File: src/sv/vse_pkg.sv
// vse_pkg: shared types and codes for the value stack engine
// used by vse_seq, vse_obuf and value_stack_engine

package vse_pkg;

    localparam int OP_W    = 2;
    localparam int VAL_W   = 64;
    localparam int POS_W   = 8;
    localparam int CNT_W   = 9;
    localparam int FILL_W  = 9;
    localparam int ERR_W   = 2;

    localparam logic [OP_W-1:0] OP_PUSH    = 2'd0;
    localparam logic [OP_W-1:0] OP_POP     = 2'd1;
    localparam logic [OP_W-1:0] OP_PEEK    = 2'd2;
    localparam logic [OP_W-1:0] OP_REVERSE = 2'd3;

    localparam logic [ERR_W-1:0] ERR_NONE     = 2'd0;
    localparam logic [ERR_W-1:0] ERR_ARGUMENT = 2'd1;
    localparam logic [ERR_W-1:0] ERR_FULL     = 2'd2;

    typedef enum logic [4:0] {
        S_IDLE  = 5'b00001,
        S_PEEK  = 5'b00010,
        S_RREAD = 5'b00100,
        S_WA    = 5'b01000,
        S_WB    = 5'b10000
    } t_state;

    typedef struct packed {
        logic [VAL_W-1:0]  read_value;
        logic [FILL_W-1:0] fill_level;
        logic [ERR_W-1:0]  error_code;
    } t_result;

endpackage

File: src/sv/vse_obuf.sv
// vse_obuf: result output register with one skid entry
// depends on vse_pkg for the result type

module vse_obuf
    import vse_pkg::*;
(
    input  logic    i_clk,
    input  logic    i_rst_n,
    input  logic    i_res_valid,
    input  t_result i_res,
    input  logic    i_out_stall,
    output logic    o_out_valid,
    output t_result o_out,
    output logic    o_skid_full
);

    logic    r_out_valid, r_skid_valid;
    t_result r_out, r_skid;
    logic    take, load_out;

    assign take     = r_out_valid && !i_out_stall;
    assign load_out = !r_out_valid || take;

    always_ff @(posedge i_clk) begin
        if (!i_rst_n) begin
            r_out_valid  <= 1'b0;
            r_skid_valid <= 1'b0;
        end else if (r_skid_valid) begin
            if (load_out) begin
                r_out_valid  <= 1'b1;
                r_skid_valid <= 1'b0;
            end
        end else if (i_res_valid) begin
            if (load_out) begin
                r_out_valid <= 1'b1;
            end else begin
                r_skid_valid <= 1'b1;
            end
        end else if (take) begin
            r_out_valid <= 1'b0;
        end
    end

    always_ff @(posedge i_clk) begin
        if (r_skid_valid) begin
            if (load_out) begin
                r_out <= r_skid;
            end
        end else if (i_res_valid) begin
            if (load_out) begin
                r_out <= i_res;
            end else begin
                r_skid <= i_res;
            end
        end
    end

    assign o_out_valid = r_out_valid;
    assign o_out       = r_out;
    assign o_skid_full = r_skid_valid;

    a_skid_behind_out: assert property (@(posedge i_clk) disable iff (!i_rst_n)
        r_skid_valid |-> r_out_valid)
        else $error("skid entry held with empty output register");

    a_no_overrun: assert property (@(posedge i_clk) disable iff (!i_rst_n)
        r_skid_valid |-> !i_res_valid)
        else $error("result arrived with skid entry full");

endmodule
File: config.mk
export PLATFORM = sky130hd
export DESIGN_NAME = vse_obuf
export DESIGN_NICKNAME = d
export VERILOG_FILES = /design/src/sv/vse_pkg.sv /design/src/sv/vse_obuf.sv
export SDC_FILE = /design/constraint.sdc
export NUM_CORES = 1
export LEC_CHECK = 0
export ABC_AREA = 1
export BUFFER_PORTS_ARGS = -buffer_cell sky130_fd_sc_hd__buf_2
export CORE_UTILIZATION = 35
export DETAILED_ROUTE_END_ITERATION = 16
export PLACE_DENSITY = 0.61
export SLEW_MARGIN = 20
export SYNTH_ARGS = -nofsm -noshare
export SYNTH_HDL_FRONTEND = slang
export SYNTH_SLANG_ARGS = --single-unit
File: constraint.sdc
create_clock -name i_clk -period 6.6 [get_ports i_clk]
set_input_delay 0.33 -clock i_clk [delete_from_list [all_inputs] [get_ports i_clk]]
set_output_delay 0.33 -clock i_clk [all_outputs]
set_load 0.02 [all_outputs]
# Word level (Yosys, flattened, before mapping)
# Index checks and enable logic that the tools add are counted.
# totals
mem_bits_rw	0
in_bits	79
wordCells	29
output_inout_bits	77
romBits	0
latch_bits	0
memories	0
ff_bits	152
# classes
add_sub_neg	0
reduce_logical	8
bitwise	2
n_eq_ne	0
magnitude_cmp	0
shifts	0
div_mod_pow	0
mul	0
mux	11
# op_table
op	n
75-bit two-way mux	4
1-bit two-way mux	7
3-bit AND reduction	1
3-bit nonzero test	1
1-bit zero test	2
1-bit inverter	2
2-bit AND reduction	1
2-bit nonzero test	1
1-bit logical AND	1
1-bit logical OR	1

# Depth between registers and ports, before layout
# logic_depth
ltp_word	6
mapped_depth	5
mapped_depth_nobuf	2

# Worst setup path after synthesis
# No wires, ideal clock.
# synth_timing
kind	register -> register
startpoint	reg r_skid_valid (netlist: o_skid_full)
endpoint	reg r_out, in the netlist o_out[0] (enable)
n_path_buf	2
path_stages_with_launch	5
arrival_time_ns	4.459
setup_slack_ns	1.608
required_ns	6.067
period_less_slack_ns	4.992
cell_sequence	dfxtp_1 -> buf_6 -> buf_12 -> nor2_1 -> a21oi_1
# synth_via
elab_chain_cells	2
# synth_lines
item	line	source
from (decl)	vse_obuf.sv:17	logic r_out_valid, r_skid_valid;
from (signal assigned)	vse_obuf.sv:27	r_skid_valid <= 1'b0;
from (signal assigned)	vse_obuf.sv:31	r_skid_valid <= 1'b0;
from (signal assigned)	vse_obuf.sv:37	r_skid_valid <= 1'b1;
2-bit nonzero test (no line)	--	
2-bit AND reduction (no line)	--	
to (signal assigned)	vse_obuf.sv:47	r_out <= r_skid;
to (signal assigned)	vse_obuf.sv:51	r_out <= i_res;
to (decl)	vse_obuf.sv:18	t_result r_out, r_skid;
# No other way between the ends.
# A chain may end at the register's enable or synchronous reset.

# Final worst setup path
# layout_timing
startpoint	reg r_skid_valid (netlist: o_skid_full)
endpoint	reg r_out, in the netlist o_out[19] (enable)
# The elaborated chain is that of the path after synthesis.

==> results by group <==
Run status
  • Outcome: finished, final reports clean

Synthesis
  • Area share of fa/ha/maj cells after synthesis: 0%
  • Sequential cell area fraction in the yosys report: 73.7%
  • Xor/xnor share of the synthesized area: 0%
  • Synth top area cells: edfxtp_1, o21ai_2, nand2_2
  • Seq cells post-synth: 152
  • Fraction of the mapped netlist area in simple logic gates: 7.82%
  • Combinational family with the most area after synthesis: compound AO/OA/AOI/OAI gates
  • Fraction of synthesized cell area taken by the top area cell type: 73.1%
  • Number of distinct library cells after synthesis: 14
  • Library cell with the highest instance count after synthesis: edfxtp_1
  • Commonest register cell after synthesis: edfxtp_1
  • Area leader, netlist: edfxtp_1
  • Ys Warns: 0
  • Synthesized-area fraction occupied by ao, oa, aoi and oai cells: 10.5%
  • Leading post-synthesis cells by instance count: edfxtp_1, inv_1, nand2_2, o21ai_2
  • Mux contribution to synthesized area: 0%
  • Net Count, Synth: 481
  • Post-Syn Area: 6160 µm²
  • EDFF count, synth: 150
  • Synthesized area divided by synthesized cell count: about 15 µm²
  • Synth Instances: 402
  • Fraction of synthesis flops using an asynchronous set or reset pin: 0%

Pwr
  • Psw: about 0.5 mW
  • Power per cell area: 286 nW/µm²
  • Peak supply drop: around 160 µV
  • Clock group share of total power: 39.7%
  • Int Power: 1.69 mW
  • Switch share: ~22%
  • Logic gate share of total power: around 8.4%
  • Sequential share of power: 52.0%
  • Leak Pwr: around 3.0 nW

Placement
  • Setup slack at placement: 4.00 ns
  • Placed Cells incl. Taps: 769
  • I/O Buffers: 155
  • Detailed Place HPWL: 7070 µm
  • Routability cong.: ~0.69

Routing
  • Vias per cell: 4.28
  • Drt initial violations: 144
  • Total via count in the routed design: 3437
  • Pre-antenna DRT Iters: 4
  • Number of nets with antenna violations after routing: 0
  • Final routed wirelength across all metal layers: 10900 µm
  • Avg WL per Cell: ~14 µm
  • Post-detailed-route DRC marker count: 0

Worst setup path
  • Required time at the worst-slack endpoint: about 6.6 ns
  • Worst R2R Path Depth: 4
  • Sort of element at the end of the critical path: register
  • Worst reg2reg setup slack: 4.32 ns
  • Kind of launch point of the worst setup path: register
  • Worst reg2reg path endpoint: o_out[19]
  • Launching instance or port of the critical path: o_skid_full
  • Crit path cell chain: nor2_1, a21oi_4, buf_16, buf_4
  • Biggest fanout along the worst timing path: 44
  • Start-to-end type of the worst setup path: register to register
  • Critical path data arrival time: 2.32 ns
  • Startpoint of the lowest-slack register-to-register path: o_skid_full
  • Crit path max-delay cell type: buf_4
  • Highest cell delay on the worst timing path: 0.52 ns

Clock tree
  • Clock slew at reported path FFs: 0.06 ns
  • Later-pin clock latency in the skew report: between 0.4 and 0.5 ns
  • Max Buffers Root-to-Sink: 2
  • Setup Fix Bufs, Post-CTS: 0
  • Cell at the root of the clock tree: clkbuf_16
  • Clock Sinks: 152
  • TritonCTS Buffers: 17
  • Number of buffers inserted for hold repair after clock tree synthesis: 0
  • H-tree depth: 4
  • Count of cells resized by post-cts repair: 0
  • TritonCTS clock tree: built

STA
  • Final clock period utilization by the worst path: 34.6%
  • Worst slew margin: 33.0%
  • Setup slack after layout: around 4.3 ns
  • Slew at the pin with the worst max-slew slack: ~1 ns
  • Final number of setup-violating endpoints: 0
  • Setup TNS Final: 0 ns
  • Timing-limited maximum frequency: approximately 440 MHz
  • Worst setup skew after layout: 0.00494 ns
  • Clock period minus final worst setup slack: 2.28 ns
  • Slew Viols, Final: 0
  • Total count of hold-check failures in the final report: 0
  • Unrepaired setup endpoints after global routing: false

Global routing
  • Largest net degree at the start of global routing: 71
  • Overflow left after global routing: 0
  • Global-route wire length before repair: around 17000 µm
  • Overall fraction of global-route tracks in use: 12.6%
  • Initial antenna violation count: 0
  • Vias in the first global route: between 3000 and 4000

Cells and area
  • Fillers: 1593
  • Number of nets in the final layout: 644
  • Register cell area after layout: 4550 µm²
  • # diodes: 0
  • Final standard cell count with taps included and fillers excluded: 803
  • Multi-input logic area: about 1100 µm²
  • Share of post-route cells with drive strength above 1: 56.2%
  • Area overhead of the layout relative to synthesis: 23.8%

Worst hold path
  • Worst Hold Path Cells: 1
  • Classification of the worst-slack hold path: primary input to register
  • Hold path startpoint: i_res[6]
  • WHS Endpoint: r_skid[6]

Floorplan
  • Initial standard-cell utilization of the core: 35.8%
  • IO Count: roughly 160
  • Chip Width: 135 µm
  • Num rows: 48
  • Die extent in y: 135 µm
  • Die footprint: 18100 µm²
  • Core region area: 17200 µm²

Job
  • Number of max-capacitance violations reported: 0
==> metal layers <==
metal,part of all wire (%),routed length [µm],vias to the layer above,GRT usage [%]
met5,0,0,-,0
met4,0.98,107,0,4.49
met3,5.9,647,8,4.39
met2,51,5530,102,21.0
met1,42,4640,1611,15.0
li1,-,-,1716,-
==> final cells by class <==
type / count / share of cell area, %
Multi-Input combinational cell: 158 / 15.0
Timing Repair Buffer: 161 / 11.2
Sequential cell: 152 / 59.6
Clock inverter: 11 / 1.08
Clock buffer: 21 / 5.77
Inverter: 75 / 3.69
Tap cell: 225 / 3.69
==> layout by cell type (no fill, tap or decap), types with 2 or more instances in the layout <==
cell type   instances
o21ai_0             7
clkinv_1            5
nor2_1              2
o21ai_2            69
inv_1              75
buf_4               3
clkinvlp_4          2
clkinv_2            2
nand2_1             7
nand2_2            69
clkbuf_16          17
nand3_1             2
clkbuf_1            4
buf_2             155
edfxtp_1          150
==> critical path, delay by kind of cell, from the launching register on <==
kind	cells	cell delay [ns]
AO/OA/AOI/OAI	1	0.50
flip-flops	1	0.49
buffers and inverters	2	0.75
AND/OR/NAND/NOR	1	0.13
==> through the flow <==
stage | power, mW | hold slack (ns) | instance area [µm²] | utilization (%)
5_1_grt | 2.27 | 0.0814 | 7630 | 44.3
2_1_floorplan | 1.27 | 0.429 | 6160 | -
6_report | 2.18 | 0.110 | 7630 | 44.3
3_3_place_gp | 1.33 | 0.504 | 7060 | 41.0
4_1_cts | 2.22 | 0.0821 | 7580 | 44.0
3_5_place_dp | 1.34 | 0.518 | 7060 | 41.0
==> worst max-delay path by stage <==
stage,to,slack [ns]
after floorplan,o_out[0],1.61
after detailed placement,o_out[68],4.00
after global placement,o_out[65],4.04
after global routing,o_out[68],4.17
after CTS,o_out[68],3.99
final,o_out[19],4.32
==> power groups by stage <==
stage | clock network, mW | registers (mW) | logic (mW)
final | 0.866 | 1.13 | 0.183
after global routing | 0.935 | 1.14 | 0.200
after CTS | 0.896 | 1.14 | 0.184
after detailed placement | 0 | 1.16 | 0.184
after global placement | 0 | 1.16 | 0.179
after floorplan | 0 | 1.20 | 0.0649
==> cells by family (layout without fill, tap and decap cells) <==
kind of cell | Yosys count | count (layout)
compound gates | 77 | 77
buf+inv | 92 | 268
flops | 152 | 152
simple gates | 81 | 81
==> state kept, by name, indices dropped and copies added, names as in the netlist <==
name / cells
o_out_valid: 1
o_out: 75
o_skid_full: 1
r_skid: 75
(Power assumes the default switching activity.)
