`src/sv/vse_pkg.sv`:
```
// vse_pkg: shared types and codes for the value stack engine
// used by vse_seq, vse_obuf and value_stack_engine

package vse_pkg;

    localparam int OP_W    = 2;
    localparam int VAL_W   = 64;
    localparam int POS_W   = 8;
    localparam int CNT_W   = 9;
    localparam int FILL_W  = 9;
    localparam int ERR_W   = 2;

    localparam logic [OP_W-1:0] OP_PUSH    = 2'd0;
    localparam logic [OP_W-1:0] OP_POP     = 2'd1;
    localparam logic [OP_W-1:0] OP_PEEK    = 2'd2;
    localparam logic [OP_W-1:0] OP_REVERSE = 2'd3;

    localparam logic [ERR_W-1:0] ERR_NONE     = 2'd0;
    localparam logic [ERR_W-1:0] ERR_ARGUMENT = 2'd1;
    localparam logic [ERR_W-1:0] ERR_FULL     = 2'd2;

    typedef enum logic [4:0] {
        S_IDLE  = 5'b00001,
        S_PEEK  = 5'b00010,
        S_RREAD = 5'b00100,
        S_WA    = 5'b01000,
        S_WB    = 5'b10000
    } t_state;

    typedef struct packed {
        logic [VAL_W-1:0]  read_value;
        logic [FILL_W-1:0] fill_level;
        logic [ERR_W-1:0]  error_code;
    } t_result;

endpackage

```
`src/sv/vse_seq.sv`:
```
// vse_seq: operation sequencer, fill level and memory access control
// depends on vse_pkg; drives two mirrored vse_ram copies in the top level

module vse_seq
    import vse_pkg::*;
#(
    parameter int STACK_DEPTH = 256,
    parameter int VALUE_WIDTH = 64
) (
    input  logic                           i_clk,
    input  logic                           i_rst_n,
    input  logic                           i_accept,
    input  logic [OP_W-1:0]                i_operation,
    input  logic [VAL_W-1:0]               i_value,
    input  logic [POS_W-1:0]               i_position,
    input  logic [CNT_W-1:0]               i_count,
    output logic                           o_idle,
    output logic                           o_we,
    output logic [$clog2(STACK_DEPTH)-1:0] o_waddr,
    output logic [VALUE_WIDTH-1:0]         o_wdata,
    output logic                           o_re_a,
    output logic [$clog2(STACK_DEPTH)-1:0] o_raddr_a,
    input  logic [VALUE_WIDTH-1:0]         i_rdata_a,
    output logic                           o_re_b,
    output logic [$clog2(STACK_DEPTH)-1:0] o_raddr_b,
    input  logic [VALUE_WIDTH-1:0]         i_rdata_b,
    output logic                           o_res_valid,
    output t_result                        o_res
);

    localparam int AW     = $clog2(STACK_DEPTH);
    localparam int FW     = $clog2(STACK_DEPTH + 1);
    localparam int CW     = ((FW > CNT_W) ? FW : CNT_W) + 1;
    localparam int SWAP_W = CNT_W - 1;

    t_state            r_state, n_state;
    logic [FW-1:0]     r_fill, n_fill;
    logic [AW-1:0]     r_a, n_a;
    logic [AW-1:0]     r_b, n_b;
    logic [SWAP_W-1:0] r_swaps, n_swaps;

    logic [CW-1:0] fill_c, pos_c, cnt_c;
    logic [CW-1:0] fill_sub, top_addr, run_low, run_end, n_fill_c;
    logic          push_ok, pop_ok, peek_ok, rev_ok;

    assign fill_c   = CW'(r_fill);
    assign pos_c    = CW'(i_position);
    assign cnt_c    = CW'(i_count);
    assign fill_sub = fill_c - cnt_c;
    assign top_addr = fill_c - CW'(1) - pos_c;
    assign run_end  = pos_c + cnt_c;
    assign run_low  = fill_c - run_end;
    assign push_ok  = fill_c < CW'(STACK_DEPTH);
    assign pop_ok   = cnt_c <= fill_c;
    assign peek_ok  = pos_c < fill_c;
    assign rev_ok   = run_end <= fill_c;
    assign n_fill_c = CW'(n_fill);

    always_comb begin
        n_state     = r_state;
        n_fill      = r_fill;
        n_a         = r_a;
        n_b         = r_b;
        n_swaps     = r_swaps;
        o_we        = 1'b0;
        o_waddr     = r_a;
        o_wdata     = i_value[VALUE_WIDTH-1:0];
        o_re_a      = 1'b0;
        o_raddr_a   = r_a;
        o_re_b      = 1'b0;
        o_raddr_b   = r_b;
        o_res_valid = 1'b0;
        o_res.read_value = '0;
        o_res.error_code = ERR_NONE;

        case (r_state)
            S_IDLE: begin
                if (i_accept) begin
                    case (i_operation)
                        OP_PUSH: begin
                            o_res_valid = 1'b1;
                            if (push_ok) begin
                                o_we    = 1'b1;
                                o_waddr = r_fill[AW-1:0];
                                n_fill  = r_fill + FW'(1);
                            end else begin
                                o_res.error_code = ERR_FULL;
                            end
                        end
                        OP_POP: begin
                            o_res_valid = 1'b1;
                            if (pop_ok) begin
                                n_fill = fill_sub[FW-1:0];
                            end else begin
                                o_res.error_code = ERR_ARGUMENT;
                            end
                        end
                        OP_PEEK: begin
                            if (peek_ok) begin
                                o_re_a    = 1'b1;
                                o_raddr_a = top_addr[AW-1:0];
                                n_state   = S_PEEK;
                            end else begin
                                o_res_valid      = 1'b1;
                                o_res.error_code = ERR_ARGUMENT;
                            end
                        end
                        OP_REVERSE: begin
                            if (!rev_ok) begin
                                o_res_valid      = 1'b1;
                                o_res.error_code = ERR_ARGUMENT;
                            end else if (i_count[CNT_W-1:1] == '0) begin
                                o_res_valid = 1'b1;
                            end else begin
                                n_a     = top_addr[AW-1:0];
                                n_b     = run_low[AW-1:0];
                                n_swaps = i_count[CNT_W-1:1];
                                n_state = S_RREAD;
                            end
                        end
                        default: begin
                            o_res_valid = 1'b1;
                        end
                    endcase
                end
            end
            S_PEEK: begin
                o_res_valid      = 1'b1;
                o_res.read_value = VAL_W'(i_rdata_a);
                n_state          = S_IDLE;
            end
            S_RREAD: begin
                o_re_a  = 1'b1;
                o_re_b  = 1'b1;
                n_state = S_WA;
            end
            S_WA: begin
                // read data is held, so the upper entry is written first
                o_we    = 1'b1;
                o_waddr = r_a;
                o_wdata = i_rdata_b;
                n_state = S_WB;
            end
            S_WB: begin
                o_we    = 1'b1;
                o_waddr = r_b;
                o_wdata = i_rdata_a;
                n_a     = r_a - AW'(1);
                n_b     = r_b + AW'(1);
                n_swaps = r_swaps - SWAP_W'(1);
                if (r_swaps == SWAP_W'(1)) begin
                    o_res_valid = 1'b1;
                    n_state     = S_IDLE;
                end else begin
                    n_state = S_RREAD;
                end
            end
            default: begin
                n_state = S_IDLE;
            end
        endcase

        o_res.fill_level = n_fill_c[FILL_W-1:0];
    end

    always_ff @(posedge i_clk) begin
        if (!i_rst_n) begin
            r_state <= S_IDLE;
            r_fill  <= '0;
        end else begin
            r_state <= n_state;
            r_fill  <= n_fill;
        end
    end

    always_ff @(posedge i_clk) begin
        r_a     <= n_a;
        r_b     <= n_b;
        r_swaps <= n_swaps;
    end

    assign o_idle = (r_state == S_IDLE);

    a_fill_bound: assert property (@(posedge i_clk) disable iff (!i_rst_n)
        CW'(r_fill) <= CW'(STACK_DEPTH))
        else $error("fill level beyond stack depth");

    a_accept_idle: assert property (@(posedge i_clk) disable iff (!i_rst_n)
        i_accept |-> r_state == S_IDLE)
        else $error("item taken while sequencer busy");

    a_swap_order: assert property (@(posedge i_clk) disable iff (!i_rst_n)
        (r_state == S_RREAD || r_state == S_WA) |-> r_a > r_b)
        else $error("reverse swap pointers crossed");

    a_fill_hold: assert property (@(posedge i_clk) disable iff (!i_rst_n)
        (r_state != S_IDLE) |=> $stable(r_fill))
        else $error("fill level changed during multi-cycle operation");

endmodule

```
`config.mk`:
```
export PLATFORM = sky130hd
export DESIGN_NAME = vse_seq
export DESIGN_NICKNAME = d
export VERILOG_FILES = /design/src/sv/vse_pkg.sv /design/src/sv/vse_seq.sv
export SDC_FILE = /design/constraint.sdc
export NUM_CORES = 1
export LEC_CHECK = 0
export BUFFER_PORTS_ARGS = -buffer_cell sky130_fd_sc_hd__buf_4
export CAP_MARGIN = 10
export CORE_AREA = 8 8 141 143
export CTS_CLUSTER_DIAMETER = 50
export CTS_CLUSTER_SIZE = 12
export DETAILED_ROUTE_END_ITERATION = 16
export DIE_AREA = 0 0 149 151
export PLACE_DENSITY = 0.79
export SYNTH_ARGS = -nofsm -noshare
export SYNTH_HDL_FRONTEND = slang
export SYNTH_SLANG_ARGS = --single-unit
```
`constraint.sdc`:
```
create_clock -name i_clk -period 7.66 [get_ports i_clk]
set_input_delay 1.532 -clock i_clk [delete_from_list [all_inputs] [get_ports i_clk]]
set_output_delay 1.532 -clock i_clk [all_outputs]
set_load 0.1 [all_outputs]
```
# Word-level counts from Yosys, hierarchy flattened
# Cells that the tools add are included.
[op_classes] addsub=9 magnitude_cmp=4 n_eq_ne=17 mux=60 reduce_logical=7
[op_table] cell="two-way mux 8 bit" n=19
[op_table] cell="one-hot mux 64 bit (2 select lines)" n=1
[op_table] cell="two-way mux 64 bit" n=1
[op_table] cell="one-hot mux 8 bit (2 select lines)" n=4
[op_table] cell="two-way mux 9 bit" n=4
[op_table] cell="subtractor 8 x 1 -> 8 bit, second input constant" n=3
[op_table] cell="two-way mux 5 bit" n=4
[op_table] cell="one-hot mux 5 bit (4 select lines)" n=1
[op_table] cell="one-hot mux 9 bit (2 select lines)" n=1
[op_table] cell="subtractor 8 bit" n=2
[op_table] cell="two-way mux 1 bit" n=15
[op_table] cell="adder 8 x 9 -> 10 bit" n=1
[op_table] cell="<= comparator 10 x 9 -> 1 bit" n=1
[op_table] cell="one-hot mux 5 bit (2 select lines)" n=1
[op_table] cell="AND reduction 5 bit" n=2
[op_table] cell="adder 9 x 1 -> 9 bit, second input constant" n=1
[op_table] cell="<= comparator 9 bit" n=1
[op_table] cell="less-than comparator 8 x 9 -> 1 bit" n=1
[op_table] cell="less-than comparator 9 bit, second input constant" n=1
[op_table] cell="inequality test 3 bit, second input constant" n=3
[op_table] cell="subtractor 9 bit" n=1
[op_table] cell="adder 8 x 1 -> 8 bit, second input constant" n=1
[op_table] cell="== test 8 x 1 -> 1 bit, second input constant" n=1
[op_table] cell="logical NOT 8 bit" n=1
[op_table] cell="18 further kinds" n=26
[totals] register_bits=38 input_bits=214 word_cells=102

# Longest topological paths before layout
[depth] ltp_word=7 ltp_mapped=16

# Worst setup path after synthesis
# OpenSTA, ideal clock, no wires.
[synth_path] kind="input port to output port" startpoint="in i_position[1]" endpoint="out o_res[0] (netlist name)" arrival_ps=6280 slack_ps=-152 stages=14 n_path_buf=0 path_cell_list="ha_1 > a21o_1 > a311o_1 > a21oi_1 > o21bai_1 > a21o_1 > xor2_1 > ha_1 > a21oi_1 > nor2b_1 > a2111oi_0 > o32ai_1 > nand3_1 > a21boi_0"
[synth_rtl] element="start, declared" line="vse_seq.sv:15" rtl="input logic [POS_W-1:0] i_position,"
[synth_rtl] element="end, declared" line="vse_seq.sv:28" rtl="output t_result o_res"

==> flow_summary.toml <==
[logic_synthesis]
synth_ff_type = "edfxtp_1"
netlist.area_leader.share = 0.118
synth.avg_cell_area_um2 = 7.06
ys_top_cells_by_area = "edfxtp_1 (12%), nand2_1 (12%), ha_1 (11%)"
ys_seq_area_frac = 0.164
yosysTopAreaCell = "edfxtp_1"
syn-num-nets = 1136
synth_common_cells = "nand2_1 (192), and2_1 (69), a22oi_1 (66), ha_1 (52), inv_1 (48)"
ys_ff_latch = 38
synthCells = 866
synth_cell_types = 74
mappedNetlistArea_mm2 = 0.00611
synth_edf_count = 24
async_reset_ff_frac = 0
synth_most_common_cell = "nand2_1"
yosysWarnings = 0

[route]
first_iter_violations = 692
drcViolationCount = 0
vias = 7904
wl_per_cell_um = 25.9
wl_mm = 37.3
drtAntennaViolNets = 0
routed_via_density = 5.48
drt_first_pass_iters = 5

[worst_setup_path]
crit_start = "i_position[1]"
startpoint_type = "primary input"
r2r-start = "r_fill[3]"
r2r_cells = 8
rr_endpoint = "o_raddr_b[4]"
setup.worst_path.class = "in -> out"
worst-endpoint-required_ns = 6.13
critPathMaxFanout = 7
reg2reg_slack_ns = 3.59
end_kind = "primary output"
crit_arrival_ns = 5.25

[floorplanning]
die_y_um = 151
dieArea_mm2 = 0.0225
die_w_um = 149
io-pin-count = 382
core-area_mm2 = 0.0177
start_util = 0.346
rows = 49

[clocking]
clkSlewWorstSetupHoldPaths_ns = 0.06
cts.path.max_buffers = 2
clkSinkCount = 38
cts_tree = "built"
cts_setup_buffers = 0
clk_latency_ns = 0.29
cts_resized = 0
cts_buffers = 5
holdBufCountCts = 0
htreeDepth = 2
cts_root_buf = "clkbuf_16"

[grt]
grt_max_degree = 67
grt_pass1_vias = 7692
grt_first_pass_wirelength_mm = 51.2
globalRoute.totalOverflow = 0
grt_antenna_before_repair = 1
grt_usage = 0.309

[final_layout]
utilization = 0.523
area_growth_pct = 51.2
finalNonFillerCells = 1443
nets = 1481
drive_above_1_share = 0.350

[timing]
rsz0062_at_grt = "no"
finalMaxSlewViolations = 0
finalHoldWorstSlack_ns = 0.605
max_slew_margin = 0.252
finalCritPeriodShare = 0.886
skew_ns = 0.00755
hold_viol_final = 0
setup_viol = 0
setup_tns_ns = 0
worstMarginPinSlew_ns = 1.12
fmax_mhz = 147
fin_crit_ns = 6.79

[pwr]
leakagePower_nw = 4.68
irDropWorstVdd_uv = 82.7
total_power_mw = 1.03
cellPowerDensity_mw_per_mm2 = 112

[run_status]
status = "complete, no violations"

[placed_design]
hpwl_mm = 31.8
dp_cells = 1433
numPortBuffers = 381
globalplace.congestion = 1.00

[worst_hold_path]
hold_depth = 2
min_from = "r_state[3]"
hold_class = "reg -> reg"
holdPathEnd = "r_state[4]"

[flow_run]
drv_cap = 0
## cell families (layout without fill, tap and decap cells)
group | Yosys count | count (layout) | share of synthesized area
AOI/OAI and AO/OA | 216 | 216 | 0.243
xor gates and xnor gates | 40 | 40 | 0.0573
adders and majority gates | 56 | 56 | 0.120
buffers and inverters | 97 | 443 | 0.0669
DFF | 38 | 38 | 0.164
muxes | 13 | 13 | 0.0239
other | 0 | 2 | 0
and+or+nand+nor | 406 | 406 | 0.326
## area by class of cell
cell class | instances | area [um2]
Timing Repair Buffer | 387 | 2910
Clock buffer | 6 | 129
Fill cell | 1758 | 8410
Tap cell | 229 | 287
Inverter | 48 | 180
Clock inverter | 2 | 10.0
Multi-Input combinational cell | 731 | 4730
Sequential cell | 38 | 1000
Antenna cell | 2 | 5.00
## sequential cells by signal, summed over array words and instances, names as in the netlist
register	count
r_fill	9
o_raddr_b	8
r_a	8
r_swaps	8
r_state	5
## worst max-delay path, stage by stage
cell	delay [ns]
buf_4	0.12
ha_1	0.27
a21o_1	0.20
a311o_1	0.40
a21oi_1	0.24
o21bai_1	0.09
a21o_1	0.19
xor2_1	0.15
ha_1	0.39
a21oi_1	0.09
nor2b_1	0.11
a2111oi_0	0.07
o32ai_1	0.76
nand3_1	0.15
a21boi_1	0.18
buf_4	0.31
## per-stage QoR
stage                     setup WS, ns  instance area, um2
after detailed placement         0.988                9100
after CTS                        0.965                9240
after global placement            1.02                9100
after floorplan                  0.581                6110
final                            0.875                9240
after global routing             0.725                9240
## worst max path at each step
stage                     slack [ns]  endpoint
after floorplan                 0.58  o_res[0]
after global placement          1.02  o_res[0]
after detailed placement        0.99  o_res[0]
after CTS                       0.96  o_res[0]
after global routing            0.73  o_res[0]
final                           0.87  o_res[0]
## cell usage in the layout, fill, tap and decap left out, types with 4 or more instances in the layout
master | Yosys | routed
buf_4 | 3 | 387
nand2_1 | 192 | 192
nand4b_1 | 4 | 4
fa_1 | 4 | 4
nand3_1 | 21 | 21
nor4_1 | 8 | 8
dfxtp_1 | 14 | 14
a211o_1 | 4 | 4
nand2b_1 | 9 | 9
a21oi_1 | 36 | 36
and2_1 | 69 | 69
inv_1 | 48 | 48
nor2b_1 | 9 | 8
clkbuf_16 | 0 | 5
a211oi_1 | 11 | 11
o21bai_1 | 6 | 6
o22ai_1 | 5 | 5
xnor2_1 | 25 | 25
a21o_1 | 8 | 8
a22oi_1 | 66 | 66
mux2_2 | 9 | 9
nor3_1 | 22 | 21
xor2_1 | 15 | 15
and3_1 | 4 | 4
nand4_1 | 4 | 4
nor2_1 | 41 | 40
ha_1 | 52 | 52
edfxtp_1 | 24 | 24
o21ai_0 | 38 | 37
a31oi_1 | 4 | 4
o21a_1 | 6 | 6
## layer usage
layer  global-route usage  wire (um)  vias to the layer above
li1                     -          -                     3743
met1                0.368      14200                     3662
met2                0.495      17100                      462
met3                0.149       5440                       37
met4               0.0641        612                        0
met5                    0          0                        -
## power breakdown
part	leakage [nW]	internal (mW)	switching, mW
logic	4.28	0.189	0.397
registers	0.330	0.229	0.00940
clock network	0.0706	0.120	0.0872
total	4.68	0.538	0.494
Note: power is estimated with default switching activity, not from simulation.
